<file path="config.mk">
export PLATFORM = sky130hd
export DESIGN_NAME = uniform_quantizer_lookup
export DESIGN_NICKNAME = d
export VERILOG_FILES = /design/src/design/uql_pkg.sv /design/src/design/uniform_quantizer_lookup.sv
export VERILOG_INCLUDE_DIRS = /design/src /design/src/design
export SDC_FILE = /design/constraint.sdc
export NUM_CORES = 2
export LEC_CHECK = 0
export BUFFER_PORTS_ARGS = -buffer_cell sky130_fd_sc_hd__clkbuf_2
export CAP_MARGIN = 5
export CORE_MARGIN = 2
export CORE_UTILIZATION = 40
export CTS_CLUSTER_SIZE = 40
export DETAILED_ROUTE_END_ITERATION = 7
export GPL_ROUTABILITY_DRIVEN = 1
export PLACE_DENSITY = 0.67
export SYNTH_ARGS = -nofsm -noshare
export SYNTH_HDL_FRONTEND = slang
export SYNTH_SLANG_ARGS = --single-unit
</file>
<file path="constraint.sdc">
create_clock -name i_clk -period 15.15 [get_ports i_clk]
set_input_delay 3.7875 -clock i_clk [delete_from_list [all_inputs] [get_ports i_clk]]
set_output_delay 3.7875 -clock i_clk [all_outputs]
set_load 0.02 [all_outputs]
</file>
<file path="src/design/assert_macros.svh">
// assertion helper macros for the quantizer design
// expects a clock i_clk and an active-low reset i_rst_n in the including scope
`ifndef ASSERT_MACROS_SVH
`define ASSERT_MACROS_SVH

// same-cycle implication, disabled during reset
`define ASSERT_IMPL(label, ante, cons) \
    label: assert property (@(posedge i_clk) disable iff (!i_rst_n) (ante) |-> (cons)) \
        else $error("assertion failed in quantizer");

// next-cycle implication, disabled during reset
`define ASSERT_NEXT(label, ante, cons) \
    label: assert property (@(posedge i_clk) disable iff (!i_rst_n) (ante) |=> (cons)) \
        else $error("assertion failed in quantizer");

`endif

</file>
<file path="src/design/uql_pkg.sv">
// shared constants for the uniform quantizer lookup block
// status codes, config register indexes and reset values; no dependencies
package uql_pkg;

    // default sample width
    localparam int UQL_VALUE_BITS = 16;

    // status codes
    localparam int STATUS_BITS = 2;
    localparam logic [STATUS_BITS-1:0] ST_OK     = 2'd0;
    localparam logic [STATUS_BITS-1:0] ST_RANGE  = 2'd1;
    localparam logic [STATUS_BITS-1:0] ST_CONFIG = 2'd2;

    // config register indexes
    localparam int CFG_INDEX_BITS = 2;
    localparam logic [CFG_INDEX_BITS-1:0] CFG_MIN_VALUE  = 2'd0;
    localparam logic [CFG_INDEX_BITS-1:0] CFG_MAX_VALUE  = 2'd1;
    localparam logic [CFG_INDEX_BITS-1:0] CFG_STEP_COUNT = 2'd2;

    // config reset values
    localparam int RST_MIN_VALUE  = 0;
    localparam int RST_MAX_VALUE  = 255;
    localparam int RST_STEP_COUNT = 8;

endpackage

</file>
<file path="src/design/uniform_quantizer_lookup.sv">
// uniform scalar quantizer: sample in, level index, representative value and status out
// depends on uql_pkg and assert_macros.svh
//
//  channel   handshake                 payload
//  --------  ------------------------  -------------------------------------------
//  command   start / busy              i_sample
//  result    o_done (one-cycle strobe) o_level_index, o_recon_value, o_status
//  config    i_cfg_valid / o_cfg_ready i_cfg_index, i_cfg_data
//
// one sample is accepted every cycle while busy is low; each result passes through stage 1,
// the restoring divider stages (one quotient bit per stage), then cap, multiply and output stages
// after reset and after every config write, busy stays high while a serial divider works out
// the step size (max-min)/steps
// the result side cannot stall, so the pipeline never holds; o_done marks each result
// reset is synchronous and active low; config writes are always taken
`include "assert_macros.svh"

module uniform_quantizer_lookup #(
    parameter int VALUE_BITS = uql_pkg::UQL_VALUE_BITS
) (
    input  logic                               i_clk,
    input  logic                               i_rst_n,
    // command channel
    input  logic                               start,
    output logic                               busy,
    input  logic signed [VALUE_BITS-1:0]       i_sample,
    // result channel
    output logic                               o_done,
    output logic [VALUE_BITS-1:0]              o_level_index,
    output logic signed [VALUE_BITS:0]         o_recon_value,
    output logic [uql_pkg::STATUS_BITS-1:0]    o_status,
    // config channel
    input  logic                               i_cfg_valid,
    output logic                               o_cfg_ready,
    input  logic [uql_pkg::CFG_INDEX_BITS-1:0] i_cfg_index,
    input  logic [VALUE_BITS-1:0]              i_cfg_data
);
    import uql_pkg::*;

    localparam int W       = VALUE_BITS;
    localparam int CNT_W   = $clog2(W + 1);
    localparam int LATENCY = W + 4;

    // config registers and derived step size
    logic [W-1:0]     r_min_value;
    logic [W-1:0]     r_max_value;
    logic [W-1:0]     r_step_count;
    logic [W-1:0]     r_step_size;

    // serial divider for the step size
    logic             r_cd_pend;
    logic             r_cd_run;
    logic [CNT_W-1:0] r_cd_cnt;
    logic [W-1:0]     r_cd_rem;
    logic [W-1:0]     r_cd_num;
    logic [W-1:0]     r_cd_quo;
    logic [W:0]       cd_span;
    logic [W-1:0]     cd_rem_next;
    logic             cd_qbit;

    // stage 1: offset and status
    logic             r1_valid;
    logic [1:0]       r1_status;
    logic [W-1:0]     r1_d;
    logic [W-1:0]     r1_dm1;
    logic             r1_dzero;

    // divider stages
    logic             r_dv_valid  [W];
    logic [1:0]       r_dv_status [W];
    logic [W-1:0]     r_dv_d      [W];
    logic             r_dv_dzero  [W];
    logic [W-1:0]     r_dv_rem    [W];
    logic [W-1:0]     r_dv_num    [W];
    logic [W-1:0]     r_dv_quo    [W];
    logic [W-1:0]     n_dv_rem    [W];
    logic [W-1:0]     n_dv_num    [W];
    logic [W-1:0]     n_dv_quo    [W];

    // index cap, multiply and output stages
    logic             rc_valid;
    logic [1:0]       rc_status;
    logic [W-1:0]     rc_idx;
    logic             rp_valid;
    logic [1:0]       rp_status;
    logic [W-1:0]     rp_idx;
    logic [W-1:0]     rp_prod;
    logic             r_o_valid;
    logic [W-1:0]     r_o_idx;
    logic [W:0]       r_o_rec;
    logic [1:0]       r_o_status;

    logic             in_accept;
    logic             cfg_write;

    // one restoring division step: returns {quotient bit, new remainder}
    function automatic logic [W:0] div_step(input logic [W-1:0] rem, input logic nbit,
                                            input logic [W-1:0] divisor);
        logic [W:0] shifted;
        logic [W:0] diff;
        shifted = {rem, nbit};
        diff    = shifted - {1'b0, divisor};
        if (shifted >= {1'b0, divisor}) begin
            div_step = {1'b1, diff[W-1:0]};
        end else begin
            div_step = {1'b0, shifted[W-1:0]};
        end
    endfunction

    assign in_accept   = start && !busy;
    assign cfg_write   = i_cfg_valid && o_cfg_ready;
    assign busy        = r_cd_pend || r_cd_run;
    // writes are always taken; each one restarts the step computation
    assign o_cfg_ready = 1'b1;

    // config register writes
    always_ff @(posedge i_clk) begin
        if (!i_rst_n) begin
            r_min_value  <= W'(RST_MIN_VALUE);
            r_max_value  <= W'(RST_MAX_VALUE);
            r_step_count <= W'(RST_STEP_COUNT);
        end else if (cfg_write) begin
            case (i_cfg_index)
                CFG_MIN_VALUE:  r_min_value  <= i_cfg_data;
                CFG_MAX_VALUE:  r_max_value  <= i_cfg_data;
                CFG_STEP_COUNT: r_step_count <= i_cfg_data;
                default:        ;
            endcase
        end
    end

    // step size divider datapath
    assign cd_span = {r_max_value[W-1], r_max_value} - {r_min_value[W-1], r_min_value};
    always_comb begin
        {cd_qbit, cd_rem_next} = div_step(r_cd_rem, r_cd_num[W-1], r_step_count);
    end

    // step size divider control
    always_ff @(posedge i_clk) begin
        if (!i_rst_n) begin
            r_cd_pend <= 1'b1;
            r_cd_run  <= 1'b0;
            r_cd_cnt  <= '0;
        end else if (cfg_write) begin
            r_cd_pend <= 1'b1;
            r_cd_run  <= 1'b0;
        end else if (r_cd_pend) begin
            r_cd_pend <= 1'b0;
            r_cd_run  <= 1'b1;
            r_cd_cnt  <= CNT_W'(W);
        end else if (r_cd_run) begin
            r_cd_cnt <= r_cd_cnt - 1'b1;
            if (r_cd_cnt == CNT_W'(1)) begin
                r_cd_run <= 1'b0;
            end
        end
    end

    always_ff @(posedge i_clk) begin
        if (r_cd_pend) begin
            r_cd_rem <= '0;
            r_cd_num <= cd_span[W-1:0];
            r_cd_quo <= '0;
        end else if (r_cd_run) begin
            r_cd_rem <= cd_rem_next;
            r_cd_num <= {r_cd_num[W-2:0], 1'b0};
            r_cd_quo <= {r_cd_quo[W-2:0], cd_qbit};
            if (r_cd_cnt == CNT_W'(1)) begin
                r_step_size <= {r_cd_quo[W-2:0], cd_qbit};
            end
        end
    end

    // stage 1: offset from min and status
    logic [W:0] s1_d_full;
    logic       s1_cfg_bad;
    logic       s1_out_range;
    assign s1_d_full    = {i_sample[W-1], i_sample} - {r_min_value[W-1], r_min_value};
    assign s1_cfg_bad   = ($signed(r_min_value) >= $signed(r_max_value)) ||
                          (r_step_count <= W'(1));
    assign s1_out_range = (i_sample < $signed(r_min_value)) ||
                          (i_sample > $signed(r_max_value));

    always_ff @(posedge i_clk) begin
        if (!i_rst_n) begin
            r1_valid <= 1'b0;
        end else begin
            r1_valid <= in_accept;
        end
    end

    always_ff @(posedge i_clk) begin
        if (in_accept) begin
            r1_d     <= s1_d_full[W-1:0];
            r1_dm1   <= s1_d_full[W-1:0] - 1'b1;
            r1_dzero <= (s1_d_full[W-1:0] == '0);
            if (s1_cfg_bad) begin
                r1_status <= ST_CONFIG;
            end else if (s1_out_range) begin
                r1_status <= ST_RANGE;
            end else begin
                r1_status <= ST_OK;
            end
        end
    end

    // divider stages: one quotient bit of (d-1)/s each
    always_comb begin
        logic [W:0] step_res;
        for (int k = 0; k < W; k++) begin
            if (k == 0) begin
                step_res    = div_step('0, r1_dm1[W-1], r_step_size);
                n_dv_num[k] = {r1_dm1[W-2:0], 1'b0};
                n_dv_quo[k] = {{(W-1){1'b0}}, step_res[W]};
            end else begin
                step_res    = div_step(r_dv_rem[k-1], r_dv_num[k-1][W-1], r_step_size);
                n_dv_num[k] = {r_dv_num[k-1][W-2:0], 1'b0};
                n_dv_quo[k] = {r_dv_quo[k-1][W-2:0], step_res[W]};
            end
            n_dv_rem[k] = step_res[W-1:0];
        end
    end

    always_ff @(posedge i_clk) begin
        if (!i_rst_n) begin
            for (int k = 0; k < W; k++) begin
                r_dv_valid[k] <= 1'b0;
            end
        end else begin
            r_dv_valid[0] <= r1_valid;
            for (int k = 1; k < W; k++) begin
                r_dv_valid[k] <= r_dv_valid[k-1];
            end
        end
    end

    always_ff @(posedge i_clk) begin
        r_dv_status[0] <= r1_status;
        r_dv_d[0]      <= r1_d;
        r_dv_dzero[0]  <= r1_dzero;
        for (int k = 1; k < W; k++) begin
            r_dv_status[k] <= r_dv_status[k-1];
            r_dv_d[k]      <= r_dv_d[k-1];
            r_dv_dzero[k]  <= r_dv_dzero[k-1];
        end
        for (int k = 0; k < W; k++) begin
            r_dv_rem[k] <= n_dv_rem[k];
            r_dv_num[k] <= n_dv_num[k];
            r_dv_quo[k] <= n_dv_quo[k];
        end
    end

    // index select and cap at steps-1
    logic [W-1:0] sc_idx;
    logic [W-1:0] sc_last;
    assign sc_last = r_step_count - 1'b1;
    always_comb begin
        if (r_dv_dzero[W-1]) begin
            sc_idx = '0;
        end else if (r_step_size == '0) begin
            sc_idx = r_dv_d[W-1];
        end else begin
            sc_idx = r_dv_quo[W-1];
        end
    end

    // multiply stage operand
    logic [2*W-1:0] sp_prod_full;
    assign sp_prod_full = rc_idx * r_step_size;

    // output sum: min + index*s + (s+1)/2
    logic [W-1:0] so_half_sum;
    logic [W+1:0] so_rec;
    assign so_half_sum = r_step_size + 1'b1;
    assign so_rec      = {{2{r_min_value[W-1]}}, r_min_value} + {2'b00, rp_prod} +
                         {3'b000, so_half_sum[W-1:1]};

    always_ff @(posedge i_clk) begin
        if (!i_rst_n) begin
            rc_valid  <= 1'b0;
            rp_valid  <= 1'b0;
            r_o_valid <= 1'b0;
        end else begin
            rc_valid  <= r_dv_valid[W-1];
            rp_valid  <= rc_valid;
            r_o_valid <= rp_valid;
        end
    end

    always_ff @(posedge i_clk) begin
        rc_status <= r_dv_status[W-1];
        rc_idx    <= (sc_idx > sc_last) ? sc_last : sc_idx;
        rp_status <= rc_status;
        rp_idx    <= rc_idx;
        rp_prod   <= sp_prod_full[W-1:0];
        r_o_status <= rp_status;
        // fields are zero unless the status is ok
        if (rp_status == ST_OK) begin
            r_o_idx <= rp_idx;
            r_o_rec <= so_rec[W:0];
        end else begin
            r_o_idx <= '0;
            r_o_rec <= '0;
        end
    end

    assign o_done        = r_o_valid;
    assign o_level_index = r_o_idx;
    assign o_recon_value = $signed(r_o_rec);
    assign o_status      = r_o_status;

    // checks
    `ASSERT_IMPL(a_fixed_latency, start && !busy, ##LATENCY o_done)
    `ASSERT_IMPL(a_zero_when_bad, o_done && (o_status != ST_OK),
                 (o_level_index == '0) && (o_recon_value == '0))
    `ASSERT_NEXT(a_cfg_write_busy, i_cfg_valid && o_cfg_ready, busy)
    `ASSERT_IMPL(a_index_capped, o_done && (o_status == ST_OK),
                 o_level_index <= (r_step_count - 1'b1))

endmodule
</file>
==> reports/results.tsv <==
metric	value	unit
first-pass GRT wire length	161	mm
Ports	76	
worst-path cell chain	nor2_1, inv_1, clkbuf_2	
Hold Buf Count CTS	0	
die area	117000	sq um
Reg power frac	0.496	
Slew headroom	0.182	
Worst Path Max Fanout	54	
post-synth top area cell	dfxtp_1	
EDFF count, synth	67	
drt via density	5.02	
Clock Skew	62.1	ps
VDD IR max	98.5	uV
Seq/Total Area, Yosys	0.477	
layout overhead on the synthesized area	12.3	%
post-synth cell types	81	
post-synthesis instance area	45900	sq um
GPL Wtd Cong	0.891	
# fillers	10600	
unrepaired setup endpoints after global routing	false	
share of cells above drive strength 1	0.0994	
startpoint types	flip-flop	
vias in the first global route	29300	
nets@finish	5004	
H-tree depth	3	
CTS Root Buffer Type	clkbuf_16	
Main synth FF type	dfxtp_1	
grt ovf	0	
pin count of the biggest net entering global routing	75	
Avg Inst Size Synth	10.5	sq um
most frequent cells in the layout	991 x dfxtp_1, 394 x ha_1, 347 x inv_1	
CTS tree	done	
Detailed Place HPWL	74.5	mm
largest stage delay on the critical path	1080	ps
top area cells in the synthesized netlist	dfxtp_1 43%, ha_1 11%, fa_1 4.9%, edfxtp_1 4.4%, xnor2_1 3.6%	
initial antenna violation count	2	
core footprint	114000	sq um
First-pass DRT Iterations	5	
Resized cells post-CTS	0	
slowest CP cell	dfxtp_2	
drt drc	0	
Final period util	0.453	
initial core utilization	0.402	
P_sw	1370	uW
Die Ht	343	um
Min Clock Period, post-route	6870	ps
setup TNS	0	ps
Net Count, Synth	4896	
status	finished, final reports clean	
CP arrival	3080	ps
Slew Viols, Final	0	
Crit path buffers/inverters	2	
most common cell after layout, fill and taps aside	dfxtp_1	
routed vias	30400	
power per standard cell area	115	nW/um^2
final wirelength	102	mm
Synth Register Bits	1060	
IO Port Bufs	74	
postcts setup bufs	0	
share of the synthesized area in the top cell type	0.433	
Combinational Power Share	0.058	
Clk pin slew, worst setup/hold paths	60	ps
TritonCTS Sinks	1060	
Syn Inst Count	4351	
cell-internal power	4560	uW
synth warn	0	
Crit path required time	11360	ps
P_leak	0.0224	uW
drt initial violations	1990	
Max Freq	146	MHz
Clk Latency, worst-skew pair	700	ps
Longest Clk Path Bufs	3	
CTS Buf Count	104	
Global Route Usage Sum	0.173	
num rows	124	
# Max-Cap Violations	0	
crit path kind	flip-flop to output pin	
Worst Tran Pin Value	1220	ps
Die Span X	343	um
CP top delay family	flip-flops	
final core utilization	0.452	
clock network power share	0.446	
post-DR wirelength/cell	16.8	um
switching share of power	0.230	
worst hold path class	flip-flop to flip-flop	
setup violators final	0	
final hold viol count	0	
asr flop ratio synth	0	
crit end category	output pin	
Final ANT Viol Nets	0	
path summary, 6_finish.rpt:
kind,start,end,slack (ps),depth (start not counted)
setup / recovery,r_cd_pend$_SDFF_PN1_,busy,8280,3
hold / removal,r_dv_quo[1][23]$_DFF_P_,r_dv_quo[1][40]$_DFF_P_,300,0
setup reg to reg,r_step_size[2]$_DFFE_PP_,rc_idx[2]$_DFF_P_,9410,16
hold reg to reg,r_dv_quo[1][23]$_DFF_P_,r_dv_quo[1][40]$_DFF_P_,300,0
stage by stage:
step | hold slack, ps | total power (uW) | cells | setup WS [ps] | instance area (sq um)
floorplan | 310 | 3250 | 4351 | 8750 | 45900
global placement | 310 | 3340 | 5864 | 8290 | 47900
detailed placement | 312 | 3340 | 5864 | 8290 | 47900
CTS | 291 | 6000 | 6060 | 8200 | 51500
global route | 293 | 6170 | 6061 | 8040 | 51500
finish | 295 | 5930 | 6062 | 8280 | 51500
final cells by class:
class | instances | area, sq um | area share
Inverter | 348 | 1310 | 0.0254
Clock buffer | 136 | 2960 | 0.0574
Antenna cell | 1 | 2.50 | 0.0000486
Timing Repair Buffer | 97 | 543 | 0.0105
Clock inverter | 60 | 664 | 0.0129
Tap cell | 1512 | 1890 | 0.0367
Multi-Input combinational cell | 2848 | 22300 | 0.432
Sequential cell | 1060 | 21900 | 0.425
power by group through the flow:
stage	logic [uW]	registers (uW)	clock network, uW
3_5_place_dp	340	3000	0
5_1_grt	387	2950	2830
3_3_place_gp	335	3000	0
4_1_cts	343	2940	2720
6_report	345	2940	2640
2_1_floorplan	262	2980	0
layer usage:
metal  routed length [um]  global-route usage  share of wire
met5                   10                   0       0.000098
met2                45900               0.275           0.45
met3                 4650              0.0246          0.046
met4                 2710              0.0531          0.027
met1                48900               0.242           0.48
flip-flops by register name, summed over array words and instances, names as in the netlist, 17 cells and up:
| name | cells |
|---|---|
| o_recon_value | 17 |
| r_dv_d | 256 |
| r_dv_num | 120 |
| r_dv_quo | 136 |
| r_dv_rem | 240 |
| r_dv_status | 32 |
cell usage after synthesis (all sizes together) (30+ instances only):
cell type,number
a21o,81
a211oi,34
fa,113
inv,347
nor2,197
a21boi,54
nor4,31
nand2,327
edfxtp,67
mux2i,73
ha,394
dfxtp,993
xor2,98
o21a,63
xnor2,189
nor3,108
o21ai,166
nand2b,30
nand4,73
and2,113
nor2b,71
mux2,121
a21oi,202
clkbuf,69
nand3,43
cells by family after synthesis:
logic type | count (synthesis) | synth area share
mux | 194 | 0.0456
buf+inv | 443 | 0.0376
flops | 1060 | 0.477
simple gates | 1086 | 0.117
fa+ha+maj | 507 | 0.157
other cells | 1 | 0.0000818
xor+xnor | 287 | 0.0548
compound gates | 773 | 0.111
No activity file was read; power rests on OpenSTA's default activity.
